## config.mk

```make
export PLATFORM = sky130hd
export DESIGN_NAME = slot_store_allocator_core_flat
export DESIGN_NICKNAME = d
export VERILOG_FILES = /design/src/rtl/core/ssa_pkg.sv /design/src/rtl/core/ssa_if.sv /design/src/rtl/core/slot_store_allocator_core.sv /design/src/rtl/core/ssa_ram.sv /design/src/rtl/core/ssa_pick.sv /design/src/flat_wrapper.sv
export VERILOG_INCLUDE_DIRS = /design/src /design/src/rtl/core
export SDC_FILE = /design/constraint.sdc
export NUM_CORES = 2
export LEC_CHECK = 0
export BUFFER_PORTS_ARGS = -buffer_cell sky130_fd_sc_hd__buf_2
export CAP_MARGIN = 20
export CORE_MARGIN = 1
export CORE_UTILIZATION = 35
export CTS_CLUSTER_SIZE = 25
export DETAILED_ROUTE_END_ITERATION = 16
export PLACE_DENSITY = 0.46
export SLEW_MARGIN = 20
export SYNTH_ARGS = -nofsm -noshare
export SYNTH_HDL_FRONTEND = slang
export SYNTH_SLANG_ARGS = --single-unit
```

## constraint.sdc

```tcl
create_clock -name clk -period 9.1 [get_ports clk]
set_clock_uncertainty 0.05 [all_clocks]
set_input_delay 1.82 -clock clk [delete_from_list [all_inputs] [get_ports clk]]
set_output_delay 1.82 -clock clk [all_outputs]
set_load 0.01 [all_outputs]
```

## src/rtl/core/assert_macros.svh

```systemverilog
// Assertion macros for the RTL of the slot store allocator.
`ifndef ASSERT_MACROS_SVH
`define ASSERT_MACROS_SVH

// Checked on every rising edge, switched off while reset is high.
`define SSA_ASSERT(label, clk, rst, prop) \
  label: assert property (@(posedge clk) disable iff (rst) (prop)) \
    else $error("%m: assertion failed");

// Checked on every rising edge, reset included.
`define SSA_ASSERT_ALWAYS(label, clk, prop) \
  label: assert property (@(posedge clk) (prop)) \
    else $error("%m: assertion failed");

`endif

```

## src/rtl/core/ssa_pkg.sv

```systemverilog
// Package with the field widths, codes and constants of the slot store allocator.
`default_nettype none

package ssa_pkg;

  localparam int REQ_W  = 2;
  localparam int IDX_W  = 6;
  localparam int DATA_W = 32;
  localparam int STAT_W = 2;
  localparam int CFG_W  = 7;

  localparam logic [CFG_W-1:0] COUNT_RESET = 7'd64;

  localparam logic [REQ_W-1:0] REQ_ADD    = 2'd0;
  localparam logic [REQ_W-1:0] REQ_REMOVE = 2'd1;
  localparam logic [REQ_W-1:0] REQ_READ   = 2'd2;
  localparam logic [REQ_W-1:0] REQ_QUERY  = 2'd3;

  localparam logic [STAT_W-1:0] STATUS_OK    = 2'd0;
  localparam logic [STAT_W-1:0] STATUS_RANGE = 2'd1;
  localparam logic [STAT_W-1:0] STATUS_FULL  = 2'd2;
  localparam logic [STAT_W-1:0] STATUS_EMPTY = 2'd3;

  typedef logic [REQ_W-1:0]  req_type_t;
  typedef logic [IDX_W-1:0]  slot_idx_t;
  typedef logic [DATA_W-1:0] data_t;
  typedef logic [STAT_W-1:0] status_t;
  typedef logic [CFG_W-1:0]  cfg_t;

endpackage

`default_nettype wire

```

## src/rtl/core/ssa_if.sv

```systemverilog
// Request and response channel interfaces of the slot store allocator.
`default_nettype none

interface ssa_req_if;
  import ssa_pkg::*;

  logic      valid;
  logic      ready;
  req_type_t req_type;
  slot_idx_t slot_index;
  data_t     item_data;

  modport source (output valid, output req_type, output slot_index, output item_data,
                  input ready);
  modport sink   (input valid, input req_type, input slot_index, input item_data,
                  output ready);
endinterface

interface ssa_rsp_if;
  import ssa_pkg::*;

  logic      valid;
  logic      ready;
  status_t   status;
  slot_idx_t assigned_slot;
  data_t     read_data;
  logic      slot_is_empty;

  modport source (output valid, output status, output assigned_slot, output read_data,
                  output slot_is_empty, input ready);
  modport sink   (input valid, input status, input assigned_slot, input read_data,
                  input slot_is_empty, output ready);
endinterface

`default_nettype wire

```

## src/rtl/core/slot_store_allocator_core.sv

```systemverilog
// Top level of the slot store allocator: request register, decision logic and response register.
//
//   channel   dir   handshake        words
//   req       in    valid / ready    req_type, slot_index, item_data
//   rsp       out   valid / ready    status, assigned_slot, read_data, slot_is_empty
//   cfg       in    cfg_wr_en        cfg_wr_data (slot_count)
//
// A request is taken into the request register, decided there and its response is
// registered; one request per cycle is sustained while responses are taken.
// The slot data RAM is read when the request is taken; a write by the request just
// ahead of it is forwarded. Reset clears the occupancy map and sets the count to 64.
// A stalled response holds the request register, which in turn holds off new words.
`default_nettype none

module slot_store_allocator_core #(
  parameter int SLOTS      = 64,
  parameter int ELEM_WIDTH = 32
) (
  input  wire logic           clk,
  input  wire logic           rst,
  ssa_req_if.sink             req,
  ssa_rsp_if.source           rsp,
  input  wire logic           cfg_wr_en,
  input  wire ssa_pkg::cfg_t  cfg_wr_data
);
  import ssa_pkg::*;

  `include "assert_macros.svh"

  localparam int SW  = (SLOTS > 1) ? $clog2(SLOTS) : 1;
  localparam int PW  = 1 << SW;
  localparam int CW  = ($clog2(SLOTS + 1) > CFG_W) ? $clog2(SLOTS + 1) : CFG_W;
  localparam int XIW = (SW > IDX_W) ? SW : IDX_W;
  localparam int XDW = (ELEM_WIDTH > DATA_W) ? ELEM_WIDTH : DATA_W;

  cfg_t             slot_count;
  logic [SLOTS-1:0] occ_map;
  logic [SLOTS-1:0] occ_map_next;

  logic             s1_valid;
  req_type_t        s1_req;
  slot_idx_t        s1_idx;
  data_t            s1_data;
  logic             fwd_hit;
  logic [ELEM_WIDTH-1:0] fwd_data;

  logic             out_valid;
  status_t          out_status;
  slot_idx_t        out_slot;
  data_t            out_rdata;
  logic             out_empty;

  logic             out_free;
  logic             s1_fire;
  logic             in_fire;

  logic [CW-1:0]    cnt_raw;
  logic [CW-1:0]    cnt;
  logic [SW-1:0]    pick_slot;
  logic             pick_full;
  logic             add_ok;
  logic             in_range;
  logic [XIW-1:0]   s1_idx_x;
  logic [SW-1:0]    s1_idx_s;
  logic [XIW-1:0]   in_idx_x;
  logic [SW-1:0]    in_idx_s;
  logic [PW-1:0]    map_ext;
  logic             idx_set;
  logic [ELEM_WIDTH-1:0] ram_q;
  logic [ELEM_WIDTH-1:0] slot_word;
  logic [ELEM_WIDTH-1:0] wr_word;
  logic [XDW-1:0]   in_data_x;
  logic [XDW-1:0]   rd_data_x;
  logic [XIW-1:0]   pick_x;

  status_t          res_status;
  slot_idx_t        res_slot;
  data_t            res_rdata;
  logic             res_empty;

  assign out_free  = !out_valid || rsp.ready;
  assign s1_fire   = s1_valid && out_free;
  assign req.ready = !s1_valid || out_free;
  assign in_fire   = req.valid && req.ready;

  assign cnt_raw = CW'(slot_count);
  assign cnt     = (cnt_raw == '0) ? CW'(1) :
                   (cnt_raw > CW'(SLOTS)) ? CW'(SLOTS) : cnt_raw;

  assign s1_idx_x = XIW'(s1_idx);
  assign s1_idx_s = s1_idx_x[SW-1:0];
  assign in_idx_x = XIW'(req.slot_index);
  assign in_idx_s = in_idx_x[SW-1:0];
  assign map_ext  = PW'(occ_map);
  assign idx_set  = map_ext[s1_idx_s];
  assign in_range = CW'(s1_idx) < cnt;

  assign in_data_x = XDW'(s1_data);
  assign wr_word   = in_data_x[ELEM_WIDTH-1:0];
  assign slot_word = fwd_hit ? fwd_data : ram_q;
  assign rd_data_x = XDW'(slot_word);
  assign pick_x    = XIW'(pick_slot);

  ssa_pick #(
    .SLOTS (SLOTS),
    .CW    (CW)
  ) u_pick (
    .occ_map (occ_map),
    .cnt     (cnt),
    .slot    (pick_slot),
    .full    (pick_full)
  );

  assign add_ok = s1_valid && (s1_req == REQ_ADD) && !pick_full;

  ssa_ram #(
    .WIDTH (ELEM_WIDTH),
    .DEPTH (SLOTS)
  ) u_ram (
    .clk   (clk),
    .we    (s1_fire && add_ok),
    .waddr (pick_slot),
    .wdata (wr_word),
    .re    (in_fire),
    .raddr (in_idx_s),
    .rdata (ram_q)
  );

  always_comb begin
    res_status = STATUS_OK;
    res_slot   = '0;
    res_rdata  = '0;
    res_empty  = 1'b0;
    occ_map_next = occ_map;
    if (s1_req == REQ_ADD) begin
      if (pick_full) begin
        res_status = STATUS_FULL;
      end else begin
        res_slot = pick_x[IDX_W-1:0];
        occ_map_next[pick_slot] = 1'b1;
      end
    end else if (!in_range) begin
      res_status = STATUS_RANGE;
    end else begin
      unique case (s1_req)
        REQ_REMOVE: begin
          occ_map_next[s1_idx_s] = 1'b0;
        end
        REQ_READ: begin
          if (!idx_set) begin
            res_status = STATUS_EMPTY;
          end else begin
            res_rdata = rd_data_x[DATA_W-1:0];
          end
        end
        default: begin
          res_empty = !idx_set;
        end
      endcase
    end
  end

  always_ff @(posedge clk) begin
    if (rst) begin
      slot_count <= COUNT_RESET;
      occ_map    <= '0;
      s1_valid   <= 1'b0;
      out_valid  <= 1'b0;
      fwd_hit    <= 1'b0;
    end else begin
      if (cfg_wr_en) begin
        slot_count <= cfg_wr_data;
        occ_map    <= '0;
      end else if (s1_fire) begin
        occ_map <= occ_map_next;
      end
      if (req.ready) begin
        s1_valid <= req.valid;
      end
      if (s1_fire) begin
        out_valid <= 1'b1;
      end else if (rsp.ready) begin
        out_valid <= 1'b0;
      end
      if (in_fire) begin
        fwd_hit <= s1_fire && add_ok && (pick_slot == in_idx_s);
      end
    end
  end

  always_ff @(posedge clk) begin
    if (in_fire) begin
      s1_req   <= req.req_type;
      s1_idx   <= req.slot_index;
      s1_data  <= req.item_data;
      fwd_data <= wr_word;
    end
    if (s1_fire) begin
      out_status <= res_status;
      out_slot   <= res_slot;
      out_rdata  <= res_rdata;
      out_empty  <= res_empty;
    end
  end

  assign rsp.valid         = out_valid;
  assign rsp.status        = out_status;
  assign rsp.assigned_slot = out_slot;
  assign rsp.read_data     = out_rdata;
  assign rsp.slot_is_empty = out_empty;

  `SSA_ASSERT(a_add_sets_bit, clk, rst,
    (s1_fire && add_ok && !cfg_wr_en) |=> occ_map[$past(pick_slot)])
  `SSA_ASSERT(a_fire_gives_rsp, clk, rst, s1_fire |=> out_valid)
  `SSA_ASSERT(a_stall_only_full, clk, rst, !req.ready |-> (s1_valid && out_valid))
  `SSA_ASSERT_ALWAYS(a_reset_clears, clk, rst |=> ((occ_map == '0) && !out_valid))

endmodule

`default_nettype wire

```

## src/rtl/core/ssa_ram.sv

```systemverilog
// Generic single write port, single read port RAM with registered read data.
`default_nettype none

module ssa_ram #(
  parameter int WIDTH = 32,
  parameter int DEPTH = 64
) (
  input  wire logic                                  clk,
  input  wire logic                                  we,
  input  wire logic [((DEPTH > 1) ? $clog2(DEPTH) : 1)-1:0] waddr,
  input  wire logic [WIDTH-1:0]                      wdata,
  input  wire logic                                  re,
  input  wire logic [((DEPTH > 1) ? $clog2(DEPTH) : 1)-1:0] raddr,
  output logic      [WIDTH-1:0]                      rdata
);

  logic [WIDTH-1:0] mem [DEPTH];

  always_ff @(posedge clk) begin
    if (we) begin
      mem[waddr] <= wdata;
    end
    if (re) begin
      rdata <= mem[raddr];
    end
  end

endmodule

`default_nettype wire

```

## src/rtl/core/ssa_pick.sv

```systemverilog
// Slot chooser for an add: priority encoders over the occupancy map.
`default_nettype none

module ssa_pick #(
  parameter int SLOTS = 64,
  parameter int CW    = 7
) (
  input  wire logic [SLOTS-1:0]                          occ_map,
  input  wire logic [CW-1:0]                             cnt,
  output logic      [((SLOTS > 1) ? $clog2(SLOTS) : 1)-1:0] slot,
  output logic                                           full
);

  localparam int SW = (SLOTS > 1) ? $clog2(SLOTS) : 1;

  logic [SLOTS-1:0] free_map;
  logic [SW-1:0]    lo;
  logic [SW-1:0]    hi;
  logic [SW-1:0]    free_lo;
  logic             any_set;
  logic             any_free;
  logic [CW-1:0]    hi_plus;

  always_comb begin
    for (int s = 0; s < SLOTS; s++) begin
      free_map[s] = !occ_map[s] && (CW'(s) < cnt);
    end
  end

  always_comb begin
    lo      = '0;
    free_lo = '0;
    for (int s = SLOTS - 1; s >= 0; s--) begin
      if (occ_map[s]) begin
        lo = SW'(s);
      end
      if (free_map[s]) begin
        free_lo = SW'(s);
      end
    end
  end

  always_comb begin
    hi = '0;
    for (int s = 0; s < SLOTS; s++) begin
      if (occ_map[s]) begin
        hi = SW'(s);
      end
    end
  end

  assign any_set  = |occ_map;
  assign any_free = |free_map;
  assign hi_plus  = CW'(hi) + CW'(1);

  always_comb begin
    slot = '0;
    full = 1'b0;
    priority if (!any_set) begin
      slot = '0;
    end else if (lo != '0) begin
      slot = lo - SW'(1);
    end else if (hi_plus < cnt) begin
      slot = hi + SW'(1);
    end else if (any_free) begin
      slot = free_lo;
    end else begin
      full = 1'b1;
    end
  end

endmodule

`default_nettype wire
```

## src/flat_wrapper.sv

```systemverilog
// flat-port wrapper written by rule: the top's interface ports become plain ports
module slot_store_allocator_core_flat import ssa_pkg::*;
#(
  parameter int SLOTS      = 64,
  parameter int ELEM_WIDTH = 32
)
  (clk, rst, cfg_wr_en, cfg_wr_data, req_valid, req_req_type, req_slot_index, req_item_data, req_ready, rsp_valid, rsp_status, rsp_assigned_slot, rsp_read_data, rsp_slot_is_empty, rsp_ready);
  ssa_req_if req_i ();
  ssa_rsp_if rsp_i ();
  input  wire logic clk;
  input  wire logic rst;
  input  wire logic cfg_wr_en;
  input  wire ssa_pkg::cfg_t cfg_wr_data;
  input wire logic [$bits(req_i.valid)-1:0] req_valid;
  input wire logic [$bits(req_i.req_type)-1:0] req_req_type;
  input wire logic [$bits(req_i.slot_index)-1:0] req_slot_index;
  input wire logic [$bits(req_i.item_data)-1:0] req_item_data;
  output wire logic [$bits(req_i.ready)-1:0] req_ready;
  output wire logic [$bits(rsp_i.valid)-1:0] rsp_valid;
  output wire logic [$bits(rsp_i.status)-1:0] rsp_status;
  output wire logic [$bits(rsp_i.assigned_slot)-1:0] rsp_assigned_slot;
  output wire logic [$bits(rsp_i.read_data)-1:0] rsp_read_data;
  output wire logic [$bits(rsp_i.slot_is_empty)-1:0] rsp_slot_is_empty;
  input wire logic [$bits(rsp_i.ready)-1:0] rsp_ready;
  assign req_i.valid = req_valid;
  assign req_i.req_type = req_req_type;
  assign req_i.slot_index = req_slot_index;
  assign req_i.item_data = req_item_data;
  assign req_ready = req_i.ready;
  assign rsp_valid = rsp_i.valid;
  assign rsp_status = rsp_i.status;
  assign rsp_assigned_slot = rsp_i.assigned_slot;
  assign rsp_read_data = rsp_i.read_data;
  assign rsp_slot_is_empty = rsp_i.slot_is_empty;
  assign rsp_i.ready = rsp_ready;
  slot_store_allocator_core #(.SLOTS(SLOTS), .ELEM_WIDTH(ELEM_WIDTH)) u_core (.clk(clk), .rst(rst), .req(req_i), .rsp(rsp_i), .cfg_wr_en(cfg_wr_en), .cfg_wr_data(cfg_wr_data));
endmodule
```

==> flow_summary_export.csv <==
group,metric,value,unit
place,port_buffers,94,
sta,maxSlewViolCount,0,
setup_path,crit_arrival,8550,ps
cells_and_area,drive_above_1_share,29.1,%
clocking,cts_sinks,2267,
status,status,"complete, no violations",
synthesis,synth_nets,4473,
drt,viasPerCell,5.63,
setup_path,start_kind,"flop",
clocking,cts_resized,0,
setup_path,reg2reg_from,"u_core.map_ext[41]",
synthesis,ys_types,104,
floorplan,io_pins,95,
sta,hold_viol,0,
setup_path,cp-end-kind,"flop",
place,hpwl,171,mm
floorplan,die_w,512,um
setup_path,worstReg2RegEnd,"u_core.u_ram.mem[37][9]",
global_route,grt_pass1_vias,46600,
drt,wirelength,274,mm
min_path,hp-start,"u_core.s1_valid",
power,power.leakage,32.1,nW
min_path,hold_path_depth,2,
sta,final.setup.tns,0,ps
drt,drtIter0Drc,4971,
floorplan,fp.dieH,512,um
clocking,path_clk_slew,70,ps
min_path,hold_end,"u_core.rsp.valid",
setup_path,required,9630,ps
synthesis,synth_edf_count,2193,
sta,setup_viol,0,
synthesis,synth_ff_type,"edfxtp_1",
min_path,hp-class,"reg2reg",
cells_and_area,area_growth,14.5,%
place,dp.cells,7776,
synthesis,yosysWarningCount,0,
run,drv_cap,0,
place,gp_congestion,0.917,
floorplan,core_area,0.258,mm2
sta,period_share,88.2,%
sta,rsz0062_at_grt,"false",
drt,wire_per_inst,33.3,um
global_route,grt_max_degree,124,
global_route,grt_overflow,0,
sta,worst_pin_slew,1170,ps
setup_path,cp_max_fo,21,
floorplan,fp-row-count,186,
clocking,clk_latency,910,ps
setup_path,worstSetupPathType,"reg2reg",
drt,drc,0,
clocking,ctsHoldBuffers,0,
drt,final_antenna_net_count,0,
global_route,antenna_found_initial,20,
clocking,cts_tree,"yes",
clocking,postCtsSetupBuffers,0,
synthesis,avgSynthCellArea,20.7,um2
synthesis,synthCells,4405,
drt,dr.pass1.iters,5,
global_route,grt_pass1_wl,384,mm
power,cellPowerDensity,213,mW/mm2
power,vdd_drop_max,0.277,mV
cells_and_area,nets,4703,
sta,fmax,125,MHz
clocking,cts-root-buf,"clkbuf_16",
sta,maxSlewHeadroom,21.9,%
synthesis,synth_area,0.0911,mm2
clocking,clockBufferDepth,3,
drt,vias,46300,
floorplan,start_util,35.3,%
synthesis,ys_ff_latch,2267,
setup_path,reg2reg_slack,1080,ps
floorplan,fp.dieArea,0.262,mm2
cells_and_area,fin_cells,8228,
synthesis,postSynth.asyncResetShare,0,%
setup_path,reg2reg_depth,22,
clocking,cts_buffers,241,
clocking,ctsHtreeMaxLevel,4,
synthesis,seq_area_frac_synth,73.9,%
global_route,grt_use_total,20.9,%
sta,post-route-min-period,8020,ps
## critical path: stages (launching register included)
cell and delay (ps):
dfxtp_1 450, or2_2 350, nor4_1 530, nand3_1 210
a311oi_1 560, o31a_1 330, inv_1 100, ha_1 240
nand3_1 90, xor2_1 280, ha_1 310, a21o_1 160
a21oi_1 130, nor2b_1 80, nor4_1 260, or2_2 210
and2_0 470, mux2_2 420, o21ai_2 340, nor2b_2 250
nand2_1 620, nor2_4 850, buf_4 340
## state kept, by name, summed over array words and instances (netlist names)
register / flops
u_core.rsp.valid: 1
u_core.s1_req: 2
u_core.u_ram.mem: 2048
u_core.cnt_raw: 7
u_core.rsp.status: 2
u_core.fwd_hit: 1
u_core.u_ram.rdata: 32
u_core.fwd_data: 32
u_core.map_ext: 64
u_core.rsp.slot_is_empty: 1
u_core.in_data_x: 32
u_core.rsp.read_data: 32
u_core.s1_valid: 1
u_core.s1_idx: 6
u_core.rsp.assigned_slot: 6
## cell type report
type	count	area (um2)
Antenna cell	5	12.5
Clock buffer	303	6280
Clock inverter	144	1340
Fill cell	22800	154000
Inverter	48	188
Multi-Input combinational cell	1816	22900
Sequential cell	2267	67300
Tap cell	3384	4230
Timing Repair Buffer	261	1930
## cells in the mapped netlist (12+ instances only)
master	count	area, um2
inv_1	46	173
o21ai_0	88	440
edfxtp_1	2193	65900
a31oi_1	21	131
nand2b_1	26	163
o21ai_1	39	195
a21o_1	17	128
nor3_1	45	225
nand2_1	86	323
nor4_1	28	175
nand3_1	29	145
dfxtp_1	74	1480
nor2b_1	22	138
buf_2	28	140
mux2i_1	47	470
nor2_1	179	672
mux4_2	670	15100
nand4_1	16	100
a211oi_1	33	248
buf_1	59	221
ha_1	16	200
o22ai_1	12	75.1
a21oi_1	80	400
o211ai_1	83	623
clkbuf_1	180	676
or4_1	21	158
o21a_1	18	135
and2_1	12	75.1
## report_power, final
group          internal (W)  switching, W  leakage [nW]
Combinational      0.000410      0.000783          7.99
Sequential           0.0115     0.0000218          20.4
Clock               0.00535       0.00415          3.69
Total                0.0173       0.00495          32.1
## metrics by stage
| step | total power, W | setup WS, ps | area (um2) | utilization (%) | hold WS, ps |
|---|---|---|---|---|---|
| after global placement | 0.0130 | 1340 | 96600 | 37.5 | 452 |
| final | 0.0222 | 1080 | 104000 | 40.4 | 477 |
| after floorplan | 0.0124 | 2460 | 91100 | - | 437 |
| after CTS | 0.0225 | 1130 | 104000 | 40.4 | 482 |
| after global routing | 0.0229 | 665 | 104000 | 40.4 | 549 |
| after detailed placement | 0.0130 | 1230 | 96600 | 37.5 | 474 |
## cell families after synthesis
group / synth area share [%]
xor gates and xnor gates: 0.0385
muxes: 17.2
and+or+nand+nor: 3.31
DFF: 73.9
buffers and inverters: 1.41
adders and majority gates: 0.220
AOI/OAI and AO/OA: 3.86
## how the worst max path moves through the flow
stage / from / end / slack (ps) / cells after the start
floorplan: u_core.map_ext[54] / u_core.u_ram.mem[20][0] / 2460 / 20
global placement: u_core.map_ext[41] / u_core.u_ram.mem[47][7] / 1340 / 22
detailed placement: u_core.map_ext[41] / u_core.u_ram.mem[37][15] / 1230 / 22
CTS: u_core.map_ext[41] / u_core.u_ram.mem[47][12] / 1130 / 22
global route: u_core.map_ext[41] / u_core.u_ram.mem[47][12] / 670 / 22
finish: u_core.map_ext[41] / u_core.u_ram.mem[37][9] / 1080 / 22
## layer usage
layer / track usage (%) / up-vias / routed length, um
met5: 0 / - / 13
met4: 4.47 / 2 / 5590
met3: 3.36 / 329 / 15700
met2: 33.6 / 1526 / 132000
met1: 29.8 / 25300 / 121000
li1: - / 19100 / -
## layout by cell type, fill, tap and decap left out, types with 67 or more instances in the layout
master | synthesis | routed
edfxtp_1 | 2193 | 2193
mux4_2 | 670 | 670
clkbuf_16 | 0 | 242
buf_4 | 3 | 155
nor2_1 | 179 | 114
buf_2 | 28 | 89
o21ai_0 | 88 | 88
nand2_1 | 86 | 86
o211ai_1 | 83 | 83
a21oi_1 | 80 | 80
dfxtp_1 | 74 | 73
clkinv_1 | 2 | 67
No activity file was read; power rests on OpenSTA's default activity.
